File: src/rtl/bcu_pkg.sv
`timescale 1ns / 1ps

package bcu_pkg;

	// Configuration port geometry.
	localparam int CFG_INDEX_W = 3;
	localparam int CFG_DATA_W  = 16;

	// Register widths.
	localparam int ARITY_W = 2;
	localparam int MASK_W  = 4;
	localparam int POLY_W  = 16;

	// Number of qubit words that feed the map, and monomials of the phase polynomials.
	localparam int NUM_SRC = 4;
	localparam int NUM_MONO = 16;

	// Register indexes on the configuration port.
	localparam logic [CFG_INDEX_W-1:0] REG_ARITY   = 3'd0;
	localparam logic [CFG_INDEX_W-1:0] REG_MASK_X0 = 3'd1;
	localparam logic [CFG_INDEX_W-1:0] REG_MASK_Z0 = 3'd2;
	localparam logic [CFG_INDEX_W-1:0] REG_MASK_X1 = 3'd3;
	localparam logic [CFG_INDEX_W-1:0] REG_MASK_Z1 = 3'd4;
	localparam logic [CFG_INDEX_W-1:0] REG_POLY_LO = 3'd5;
	localparam logic [CFG_INDEX_W-1:0] REG_POLY_HI = 3'd6;

	// Arity code for a two-qubit map; every other code acts on one qubit.
	localparam logic [ARITY_W-1:0] ARITY_TWO = 2'd2;

	// Reset values of the registers.
	localparam logic [ARITY_W-1:0] ARITY_RST   = 2'd1;
	localparam logic [MASK_W-1:0]  MASK_X0_RST = 4'd1;
	localparam logic [MASK_W-1:0]  MASK_Z0_RST = 4'd2;
	localparam logic [MASK_W-1:0]  MASK_X1_RST = 4'd4;
	localparam logic [MASK_W-1:0]  MASK_Z1_RST = 4'd8;
	localparam logic [POLY_W-1:0]  POLY_RST    = 16'd0;

	// Configuration registers as a group.
	typedef struct packed {
		logic [ARITY_W-1:0] arity;
		logic [MASK_W-1:0]  mask_x0;
		logic [MASK_W-1:0]  mask_z0;
		logic [MASK_W-1:0]  mask_x1;
		logic [MASK_W-1:0]  mask_z1;
		logic [POLY_W-1:0]  poly_lo;
		logic [POLY_W-1:0]  poly_hi;
	} cfg_t;

endpackage

File: src/rtl/bcu_in_if.sv
`timescale 1ns / 1ps

// Input channel: one word of Pauli frames and phases per beat.
interface bcu_in_if #(
	parameter int WORD_BITS = 64
) ();
	logic                 valid;
	logic                 ready;
	logic [WORD_BITS-1:0] first_x;
	logic [WORD_BITS-1:0] first_z;
	logic [WORD_BITS-1:0] second_x;
	logic [WORD_BITS-1:0] second_z;
	logic [WORD_BITS-1:0] phase_lo_in;
	logic [WORD_BITS-1:0] phase_hi_in;
	logic                 last_in;

	modport source (
		output valid, first_x, first_z, second_x, second_z,
		       phase_lo_in, phase_hi_in, last_in,
		input  ready
	);

	modport sink (
		input  valid, first_x, first_z, second_x, second_z,
		       phase_lo_in, phase_hi_in, last_in,
		output ready
	);
endinterface

File: src/rtl/bcu_out_if.sv
`timescale 1ns / 1ps

// Output channel: one updated word of frames and phases per beat.
interface bcu_out_if #(
	parameter int WORD_BITS = 64
) ();
	logic                 valid;
	logic                 ready;
	logic [WORD_BITS-1:0] new_first_x;
	logic [WORD_BITS-1:0] new_first_z;
	logic [WORD_BITS-1:0] new_second_x;
	logic [WORD_BITS-1:0] new_second_z;
	logic [WORD_BITS-1:0] phase_lo_out;
	logic [WORD_BITS-1:0] phase_hi_out;
	logic                 last_out;

	modport source (
		output valid, new_first_x, new_first_z, new_second_x, new_second_z,
		       phase_lo_out, phase_hi_out, last_out,
		input  ready
	);

	modport sink (
		input  valid, new_first_x, new_first_z, new_second_x, new_second_z,
		       phase_lo_out, phase_hi_out, last_out,
		output ready
	);
endinterface

File: src/rtl/bitsliced_clifford_update.sv
`timescale 1ns / 1ps

// Applies a configured one- or two-qubit Clifford map to WORD_BITS bit-sliced Pauli frames
// per beat. Each new x or z word is the XOR of the input words picked by its 4-bit mask
// (bit 0 first_x, bit 1 first_z, bit 2 second_x, bit 3 second_z); the two phase deltas are
// 16-term ANF polynomials over the same words, added to the mod-4 phase with the carry of
// the low bit going into the high bit. With arity other than two the second qubit enters
// the map as zero and its words pass through unchanged. The block takes one word every
// cycle while the output is not stalled; each word passes through the input register and
// then the result register. A stalled output holds both stages, and in_ch.ready follows
// out_ch.ready combinationally when both stages are full. Configuration is written
// through cfg_we, cfg_index and cfg_data and must only change while no word is in flight.
module bitsliced_clifford_update
	import bcu_pkg::*;
#(
	parameter int WORD_BITS = 64
) (
	input  logic                   clk,
	input  logic                   arst_n,
	input  logic                   cfg_we,
	input  logic [CFG_INDEX_W-1:0] cfg_index,
	input  logic [CFG_DATA_W-1:0]  cfg_data,
	bcu_in_if.sink                 in_ch,
	bcu_out_if.source              out_ch
);

	cfg_t cfg_q;

	// Input register stage.
	logic                 valid_s1;
	logic [WORD_BITS-1:0] x0_s1, z0_s1, x1_s1, z1_s1, plo_s1, phi_s1;
	logic                 last_s1;

	// Result register stage.
	logic                 valid_s2;
	logic [WORD_BITS-1:0] x0_s2, z0_s2, x1_s2, z1_s2, plo_s2, phi_s2;
	logic                 last_s2;

	logic advance_s2;
	logic advance_s1;

	// Combinational map results.
	logic                 two_qubit;
	logic [WORD_BITS-1:0] src [NUM_SRC];
	logic [WORD_BITS-1:0] term [NUM_MONO];
	logic [WORD_BITS-1:0] dlo, dhi;
	logic [WORD_BITS-1:0] sel_x0, sel_z0, sel_x1, sel_z1;

	// Configuration registers.
	always_ff @(posedge clk or negedge arst_n) begin
		if (!arst_n) begin
			cfg_q.arity   <= ARITY_RST;
			cfg_q.mask_x0 <= MASK_X0_RST;
			cfg_q.mask_z0 <= MASK_Z0_RST;
			cfg_q.mask_x1 <= MASK_X1_RST;
			cfg_q.mask_z1 <= MASK_Z1_RST;
			cfg_q.poly_lo <= POLY_RST;
			cfg_q.poly_hi <= POLY_RST;
		end else if (cfg_we) begin
			unique case (cfg_index)
				REG_ARITY:   cfg_q.arity   <= cfg_data[ARITY_W-1:0];
				REG_MASK_X0: cfg_q.mask_x0 <= cfg_data[MASK_W-1:0];
				REG_MASK_Z0: cfg_q.mask_z0 <= cfg_data[MASK_W-1:0];
				REG_MASK_X1: cfg_q.mask_x1 <= cfg_data[MASK_W-1:0];
				REG_MASK_Z1: cfg_q.mask_z1 <= cfg_data[MASK_W-1:0];
				REG_POLY_LO: cfg_q.poly_lo <= cfg_data[POLY_W-1:0];
				REG_POLY_HI: cfg_q.poly_hi <= cfg_data[POLY_W-1:0];
				default: begin
				end
			endcase
		end
	end

	// A stage moves forward when the stage after it is empty or draining.
	assign advance_s2  = !valid_s2 || out_ch.ready;
	assign advance_s1  = !valid_s1 || advance_s2;
	assign in_ch.ready = advance_s1;

	// Stage valid flags.
	always_ff @(posedge clk or negedge arst_n) begin
		if (!arst_n) begin
			valid_s1 <= 1'b0;
			valid_s2 <= 1'b0;
		end else begin
			if (advance_s1) begin
				valid_s1 <= in_ch.valid;
			end
			if (advance_s2) begin
				valid_s2 <= valid_s1;
			end
		end
	end

	// Input register payload.
	always_ff @(posedge clk) begin
		if (advance_s1 && in_ch.valid) begin
			x0_s1   <= in_ch.first_x;
			z0_s1   <= in_ch.first_z;
			x1_s1   <= in_ch.second_x;
			z1_s1   <= in_ch.second_z;
			plo_s1  <= in_ch.phase_lo_in;
			phi_s1  <= in_ch.phase_hi_in;
			last_s1 <= in_ch.last_in;
		end
	end

	// Map inputs: the second qubit is zero unless the map acts on two qubits.
	always_comb begin
		two_qubit = (cfg_q.arity == ARITY_TWO);
		src[0]    = x0_s1;
		src[1]    = z0_s1;
		src[2]    = two_qubit ? x1_s1 : '0;
		src[3]    = two_qubit ? z1_s1 : '0;
	end

	// Monomial words: the AND of the inputs named by each monomial's bits.
	always_comb begin
		for (int m = 0; m < NUM_MONO; m++) begin
			term[m] = '1;
			for (int i = 0; i < NUM_SRC; i++) begin
				if (m[i]) begin
					term[m] = term[m] & src[i];
				end
			end
		end
	end

	// Phase deltas and masked XORs of the inputs.
	always_comb begin
		dlo    = '0;
		dhi    = '0;
		sel_x0 = '0;
		sel_z0 = '0;
		sel_x1 = '0;
		sel_z1 = '0;
		for (int m = 0; m < NUM_MONO; m++) begin
			if (cfg_q.poly_lo[m]) begin
				dlo = dlo ^ term[m];
			end
			if (cfg_q.poly_hi[m]) begin
				dhi = dhi ^ term[m];
			end
		end
		for (int i = 0; i < NUM_SRC; i++) begin
			if (cfg_q.mask_x0[i]) begin
				sel_x0 = sel_x0 ^ src[i];
			end
			if (cfg_q.mask_z0[i]) begin
				sel_z0 = sel_z0 ^ src[i];
			end
			if (cfg_q.mask_x1[i]) begin
				sel_x1 = sel_x1 ^ src[i];
			end
			if (cfg_q.mask_z1[i]) begin
				sel_z1 = sel_z1 ^ src[i];
			end
		end
	end

	// Result register payload; the phase sum carries the low bit into the high bit.
	always_ff @(posedge clk) begin
		if (advance_s2 && valid_s1) begin
			x0_s2   <= sel_x0;
			z0_s2   <= sel_z0;
			x1_s2   <= two_qubit ? sel_x1 : x1_s1;
			z1_s2   <= two_qubit ? sel_z1 : z1_s1;
			plo_s2  <= plo_s1 ^ dlo;
			phi_s2  <= phi_s1 ^ dhi ^ (plo_s1 & dlo);
			last_s2 <= last_s1;
		end
	end

	// Output beat.
	assign out_ch.valid        = valid_s2;
	assign out_ch.new_first_x  = x0_s2;
	assign out_ch.new_first_z  = z0_s2;
	assign out_ch.new_second_x = x1_s2;
	assign out_ch.new_second_z = z1_s2;
	assign out_ch.phase_lo_out = plo_s2;
	assign out_ch.phase_hi_out = phi_s2;
	assign out_ch.last_out     = last_s2;

endmodule
File: src/flat_wrapper.sv
// flat-port wrapper written by rule: the top's interface ports become plain ports
module bitsliced_clifford_update_flat import bcu_pkg::*;
#(
	parameter int WORD_BITS = 64
)
  (clk, arst_n, cfg_we, cfg_index, cfg_data, in_ch_valid, in_ch_first_x, in_ch_first_z, in_ch_second_x, in_ch_second_z, in_ch_phase_lo_in, in_ch_phase_hi_in, in_ch_last_in, in_ch_ready, out_ch_valid, out_ch_new_first_x, out_ch_new_first_z, out_ch_new_second_x, out_ch_new_second_z, out_ch_phase_lo_out, out_ch_phase_hi_out, out_ch_last_out, out_ch_ready);
  bcu_in_if #(.WORD_BITS(WORD_BITS)) in_ch_i ();
  bcu_out_if #(.WORD_BITS(WORD_BITS)) out_ch_i ();
  input  logic clk;
  input  logic arst_n;
  input  logic cfg_we;
  input  logic [CFG_INDEX_W-1:0] cfg_index;
  input  logic [CFG_DATA_W-1:0] cfg_data;
  input wire logic [$bits(in_ch_i.valid)-1:0] in_ch_valid;
  input wire logic [$bits(in_ch_i.first_x)-1:0] in_ch_first_x;
  input wire logic [$bits(in_ch_i.first_z)-1:0] in_ch_first_z;
  input wire logic [$bits(in_ch_i.second_x)-1:0] in_ch_second_x;
  input wire logic [$bits(in_ch_i.second_z)-1:0] in_ch_second_z;
  input wire logic [$bits(in_ch_i.phase_lo_in)-1:0] in_ch_phase_lo_in;
  input wire logic [$bits(in_ch_i.phase_hi_in)-1:0] in_ch_phase_hi_in;
  input wire logic [$bits(in_ch_i.last_in)-1:0] in_ch_last_in;
  output wire logic [$bits(in_ch_i.ready)-1:0] in_ch_ready;
  output wire logic [$bits(out_ch_i.valid)-1:0] out_ch_valid;
  output wire logic [$bits(out_ch_i.new_first_x)-1:0] out_ch_new_first_x;
  output wire logic [$bits(out_ch_i.new_first_z)-1:0] out_ch_new_first_z;
  output wire logic [$bits(out_ch_i.new_second_x)-1:0] out_ch_new_second_x;
  output wire logic [$bits(out_ch_i.new_second_z)-1:0] out_ch_new_second_z;
  output wire logic [$bits(out_ch_i.phase_lo_out)-1:0] out_ch_phase_lo_out;
  output wire logic [$bits(out_ch_i.phase_hi_out)-1:0] out_ch_phase_hi_out;
  output wire logic [$bits(out_ch_i.last_out)-1:0] out_ch_last_out;
  input wire logic [$bits(out_ch_i.ready)-1:0] out_ch_ready;
  assign in_ch_i.valid = in_ch_valid;
  assign in_ch_i.first_x = in_ch_first_x;
  assign in_ch_i.first_z = in_ch_first_z;
  assign in_ch_i.second_x = in_ch_second_x;
  assign in_ch_i.second_z = in_ch_second_z;
  assign in_ch_i.phase_lo_in = in_ch_phase_lo_in;
  assign in_ch_i.phase_hi_in = in_ch_phase_hi_in;
  assign in_ch_i.last_in = in_ch_last_in;
  assign in_ch_ready = in_ch_i.ready;
  assign out_ch_valid = out_ch_i.valid;
  assign out_ch_new_first_x = out_ch_i.new_first_x;
  assign out_ch_new_first_z = out_ch_i.new_first_z;
  assign out_ch_new_second_x = out_ch_i.new_second_x;
  assign out_ch_new_second_z = out_ch_i.new_second_z;
  assign out_ch_phase_lo_out = out_ch_i.phase_lo_out;
  assign out_ch_phase_hi_out = out_ch_i.phase_hi_out;
  assign out_ch_last_out = out_ch_i.last_out;
  assign out_ch_i.ready = out_ch_ready;
  bitsliced_clifford_update #(.WORD_BITS(WORD_BITS)) u_core (.clk(clk), .arst_n(arst_n), .cfg_we(cfg_we), .cfg_index(cfg_index), .cfg_data(cfg_data), .in_ch(in_ch_i), .out_ch(out_ch_i));
endmodule
File: config.mk
export PLATFORM = sky130hd
export DESIGN_NAME = bitsliced_clifford_update_flat
export DESIGN_NICKNAME = d
export VERILOG_FILES = /design/src/rtl/bcu_pkg.sv /design/src/rtl/bcu_in_if.sv /design/src/rtl/bcu_out_if.sv /design/src/rtl/bitsliced_clifford_update.sv /design/src/flat_wrapper.sv
export SDC_FILE = /design/constraint.sdc
export NUM_CORES = 2
export LEC_CHECK = 0
export ABC_AREA = 1
export BUFFER_PORTS_ARGS = -buffer_cell sky130_fd_sc_hd__clkbuf_2
export CAP_MARGIN = 25
export CORE_UTILIZATION = 25
export CTS_BUF_LIST = sky130_fd_sc_hd__clkbuf_2
export DETAILED_ROUTE_END_ITERATION = 7
export GPL_TIMING_DRIVEN = 0
export HOLD_SLACK_MARGIN = 0.02
export PLACE_DENSITY = 0.42
export SLEW_MARGIN = 20
export SYNTH_ARGS = -nofsm -noshare
export SYNTH_HDL_FRONTEND = slang
export SYNTH_SLANG_ARGS = --single-unit
export TNS_END_PERCENT = 1
File: constraint.sdc
create_clock -name clk -period 20.4 [get_ports clk]
set_input_delay 1.02 -clock clk [delete_from_list [all_inputs] [get_ports clk]]
set_output_delay 1.02 -clock clk [all_outputs]
set_load 0.1 [all_outputs]
### After elaboration in Yosys (flattened, before gate mapping)

Cells that the tools add are included.
Widths: inputs -> output; s select.

| word-level totals | value |
|---|---|
| flip-flop bits (word level) | 822 |
| input port bits | 409 |
| output and inout port bits | 387 |

| cells by class | value |
|---|---|
| eq/ne operators | 7 |
| mux-type cells | 52 |
| bitwise gates (word level) | 57 |
| reduce and logical (&&, ||, !) cells | 14 |

Operator list:

| kind | count |
|---|---|
| $mux 64 | 52 |
| $xor 64x64->64 | 45 |
| $and 64x64->64 | 12 |
| $reduce_and 2->1 | 7 |
| $eq 3x3->1 const B | 3 |
| $eq 3x2->1 const B | 2 |
| $eq 3x1->1 const B | 1 |
| $logic_not 3->1 | 1 |
| $eq 2x2->1 const B | 1 |
| $logic_and 1x1->1 | 2 |
| $logic_not 1->1 | 2 |
| $logic_or 1x1->1 | 2 |

### Depth between registers and ports, before layout

| depth | value |
|---|---|
| depth in word-level cells | 33 |
| mapped depth | 31 |
| mapped depth without buffers | 29 |

### Least setup slack after synthesis

No wires, ideal clock.

| path | value |
|---|---|
| kind | input port to flip-flop |
| from | in out_ch_ready |
| to | reg u_core.last_s2, in the netlist u_core.out_ch.last_out, enable pin |
| setup time | 1258 ps |
| data arrival time | 19456 ps |
| required time | 19142 ps |
| slack | -314 ps |
| stages | 2 |
| path buffers | 0 |
| cells stage by stage | inv_1 -> a21oi_1 |

| between the ends | value |
|---|---|
| word-level cells in the longest chain between the ends | 2 |

RTL lines:

| what | line | RTL |
|---|---|---|
| start, declared | flat_wrapper.sv:31 | `input wire logic [$bits(out_ch_i.ready)-1:0] out_ch_ready;` |
| $logic_or 1x1->1 | bitsliced_clifford_update.sv:75 | `assign advance_s2 = !valid_s2 \|\| out_ch.ready;` |
| $logic_and 1x1->1 | bitsliced_clifford_update.sv:162 | `if (advance_s2 && valid_s1) begin` |
| end signal, assigned | bitsliced_clifford_update.sv:169 | `last_s2 <= last_s1;` |
| end, declared | bitsliced_clifford_update.sv:37 | `logic last_s2;` |

Every way passes these cells.
A chain may end at the register's enable or synchronous reset.

### Worst setup path after layout

| path | value |
|---|---|
| from | reg u_core.cfg_q[24] in the netlist's numbering |
| to | reg u_core.phi_s2[47], in the netlist u_core.out_ch.phase_hi_out[47], data pin |

| between the ends | value |
|---|---|
| word-level cells in the longest chain between the ends | 17 |

RTL lines:

| what | line | RTL |
|---|---|---|
| start, declared | bitsliced_clifford_update.sv:27 | `cfg_t cfg_q;` |
| $mux 64 (*) | bitsliced_clifford_update.sv:137 | `if (cfg_q.poly_lo[m]) begin` |
| $xor 64x64->64 | bitsliced_clifford_update.sv:138 | `dlo = dlo ^ term[m];` |
| $mux 64 (*) | bitsliced_clifford_update.sv:137 |  |
| $xor 64x64->64 | bitsliced_clifford_update.sv:138 |  |
| $mux 64 (*) | bitsliced_clifford_update.sv:137 |  |
| $xor 64x64->64 | bitsliced_clifford_update.sv:138 |  |
| $mux 64 (*) | bitsliced_clifford_update.sv:137 |  |
| $xor 64x64->64 | bitsliced_clifford_update.sv:138 |  |
| $mux 64 (*) | bitsliced_clifford_update.sv:137 |  |
| $xor 64x64->64 | bitsliced_clifford_update.sv:138 |  |
| $mux 64 (*) | bitsliced_clifford_update.sv:137 |  |
| $xor 64x64->64 | bitsliced_clifford_update.sv:138 |  |
| $mux 64 (*) | bitsliced_clifford_update.sv:137 |  |
| $xor 64x64->64 | bitsliced_clifford_update.sv:138 |  |
| $mux 64 (*) | bitsliced_clifford_update.sv:137 |  |
| $and 64x64->64 (*) | bitsliced_clifford_update.sv:168 | `phi_s2 <= phi_s1 ^ dhi ^ (plo_s1 & dlo);` |
| $xor 64x64->64 (*) | bitsliced_clifford_update.sv:168 |  |
| end signal, assigned | bitsliced_clifford_update.sv:168 |  |
| end, declared | bitsliced_clifford_update.sv:36 | `logic [WORD_BITS-1:0] x0_s2, z0_s2, x1_s2, z1_s2, plo_s2, phi_s2;` |

Mark *: on every way between the ends. The rest lies on a longest branch, timed or not.

==> results.cfg <==
[power]
max-vdd-ir-drop_v = 0.0000762
cellPowerDensity_nw_per_um2 = 105
fin_total_pwr_w = 0.0112
power.static_leakage_nw = 47.9

[clock_tree]
clockBufferDepth = 4
postCtsHoldBufs = 871
cts_made_buffers = 233
clock_sinks = 822
clk_pin_slew_worst_paths_ns = 0.10
root_buffer = clkbuf_2
cts_resized = 0
cts_max_level = 4
cts_tree = done
post_cts_buffers = 0
clock_latency_ns = 2.16

[global_routing]
overflow = 0
antenna_found_initial = 151
grt_usage = 0.381
grt_pass1_vias = 87100
grt_pass1_wl_um = 816000
grt_max_degree = 92

[sta]
setup_viol = 0
skew_ns = 0.368
hold_viol_final = 0
finalMaxSlewViolations = 0
worst_slew_pin_slew_ns = 1.34
period_minus_slack_ns = 6.62
rsz0062_at_grt = no
fin_crit_sh = 0.324
maxSlewHeadroom = 0.108
fmax_mhz = 151

[placed_design]
placed_area_um2 = 95700
place_hpwl_um = 485000
io_buffers = 795
place_congestion = 1.06

[routing]
via_per_inst = 5.36
drt_first_pass_iters = 8
totalWireLength_um = 637000
drt_iter0_markers = 17100
ant_nets = 0
drcViolationCount = 21
num_vias = 101000
wl_per_cell_um = 33.8

[synth]
syn_inst = 12200
yosysWarningCount = 0
syn_area_per_cell_um2 = 6.57
seq_area_frac_synth = 0.306
ys_types = 43
ys_ff_latch = 822
async_flop_share = 0.0633
ys.flop_type = edfxtp_1
synth_fp_nets = 12600
netlist_area_um2 = 79900
synth_edf_count = 770

[status]
failed_checks = DRC
outcome = complete, but fails checks

[critical_path]
crit_path_start_kind = flop
cp.arrival_ns = 8.22
path_max_fanout = 9
required_ns = 22.00
crit_type = reg -> reg
cp-end-kind = flop

[hold_path]
hp-class = in -> async

[finish]
drive_gt1_frac = 0.135
layout_common_cells = 4534 x nand2_1, 1313 x clkbuf_2, 1279 x inv_1
final_net_count = 14800
design_area_um2 = 107000
syn_to_final_growth_pct = 33.9
final_common_cell = nand2_1

[floorplan]
io_pins = 796
initial_core_util = 0.251
die_w_um = 567
rows = 207
core-area_um2 = 318000
die_y_um = 567
die_area_um2 = 322000

[run]
maxCapViolations = 0
-- state kept, by name, summed over array words and instances, names as in the netlist --
name and count:
u_core.out_ch.new_first_x 64, u_core.plo_s1 64, u_core.x0_s1 64, u_core.out_ch.valid 1, u_core.out_ch.phase_lo_out 64, u_core.z0_s1 64, u_core.out_ch.last_out 1, u_core.out_ch.new_first_z 64
u_core.out_ch.new_second_z 64, u_core.x1_s1 64, u_core.phi_s1 64, u_core.valid_s1 1, u_core.out_ch.phase_hi_out 64, u_core.cfg_q 50, u_core.last_s1 1, u_core.out_ch.new_second_x 64
u_core.z1_s1 64
-- metrics by stage --
stage | worst slack, ns | setup TNS (ns) | utilization | cells | hold WS, ns
after floorplan | 7.64 | 0 | - | 12200 | 0.400
after global placement | -0.760 | -190.61 | 0.280 | 17100 | 0.403
after detailed placement | 14.35 | 0 | 0.301 | 17400 | 0.420
after CTS | 14.19 | 0 | 0.335 | 18700 | 0.0203
after global routing | 13.99 | 0 | 0.336 | 18700 | 0.0336
final | 13.78 | 0 | 0.336 | 18800 | 0.0546
-- synth_stat cells, types with 47 or more instances --
master	number	share of area
inv_1	1283	0.060
buf_2	73	0.0046
nor2_1	828	0.039
nor3_1	165	0.010
o21ai_0	303	0.019
nor2_2	56	0.0044
o22ai_1	49	0.0038
dfrtp_1	47	0.015
nand4_1	161	0.013
clkbuf_1	383	0.018
edfxtp_1	770	0.29
a21oi_1	97	0.0061
ha_1	64	0.010
nand3_1	1202	0.075
xor2_1	664	0.073
nand3b_1	208	0.020
xnor2_1	859	0.094
nand2_1	4534	0.21
buf_1	130	0.0061
-- cell families (layout without fill, tap and decap cells) --
family                   count (synthesis)  after routing  share of synthesized area
flip-flops                             822            822                      0.306
AO/OA/AOI/OAI                          544            544                     0.0370
XOR/XNOR                              1523           1523                      0.167
other                                    0            136                          0
buffers and inverters                 1907           4260                     0.0920
adder cells (fa/ha/maj)                 64             64                     0.0100
AND/OR/NAND/NOR                       7292           7292                      0.388
-- worst max-delay path, cell delays in order (launching register included) --
cell and delay (ns):
dfrtp_1 0.33, clkbuf_1 0.29, clkinv_1 1.00, clkbuf_2 0.69
clkbuf_2 0.40, buf_16 0.24, o21ai_0 0.25, nand3_1 0.14
nand2_1 0.09, nand3_1 0.06, nand2_1 0.16, nand3b_1 0.14
nand2_1 0.20, ha_1 0.27, xnor2_1 0.63, nand4_1 0.25
nand2_1 0.12, nand2_1 0.05, nand2_1 0.08, nand3_1 0.10
nand2_1 0.08, nand2_1 0.05, nand2_1 0.28, inv_1 0.07
-- per-layer routing --
| metal | share of wire | vias to the layer above | track usage |
|---|---|---|---|
| li1 | - | 43000 | - |
| met1 | 0.38 | 47300 | 0.467 |
| met3 | 0.13 | 2299 | 0.141 |
| met4 | 0.097 | 38 | 0.312 |
| met5 | 0.00040 | - | 0.00283 |
| met2 | 0.39 | 8176 | 0.527 |
-- final timing paths --
check | startpoint | end | slack (ns) | cells after the start
worst max register to register | u_core.cfg_q[24] | u_core.out_ch.phase_hi_out[47] | 13.78 | 23
worst min-delay path | arst_n | u_core.out_ch.valid | 0.05 | 3
worst min register to register | u_core.last_s1 | u_core.out_ch.last_out | 0.43 | 0
worst max-delay path | u_core.cfg_q[24] | u_core.out_ch.phase_hi_out[47] | 13.78 | 23
min in group clk | in_ch_phase_lo_in[2] | u_core.plo_s1[2] | 0.15 | 3
max in group asynchronous | arst_n | u_core.cfg_q[11] | 19.62 | 5
-- final cells by class --
cell class / count / area [um^2]
Antenna cell: 136 / 340
Fill cell: 34800 / 211000
Timing Repair Buffer: 1936 / 19000
Buffer: 604 / 2820
Clock inverter: 76 / 399
Tap cell: 4180 / 5230
Multi-Input combinational cell: 9423 / 48100
Clock buffer: 341 / 1710
Sequential cell: 822 / 24400
Inverter: 1303 / 4900
-- power breakdown --
group | internal [W] | switching, W
combinational | 0.00176 | 0.00574
clock | 0.000481 | 0.000827
sequential | 0.00221 | 0.000174
total | 0.00445 | 0.00674
(Power assumes the default switching activity.)
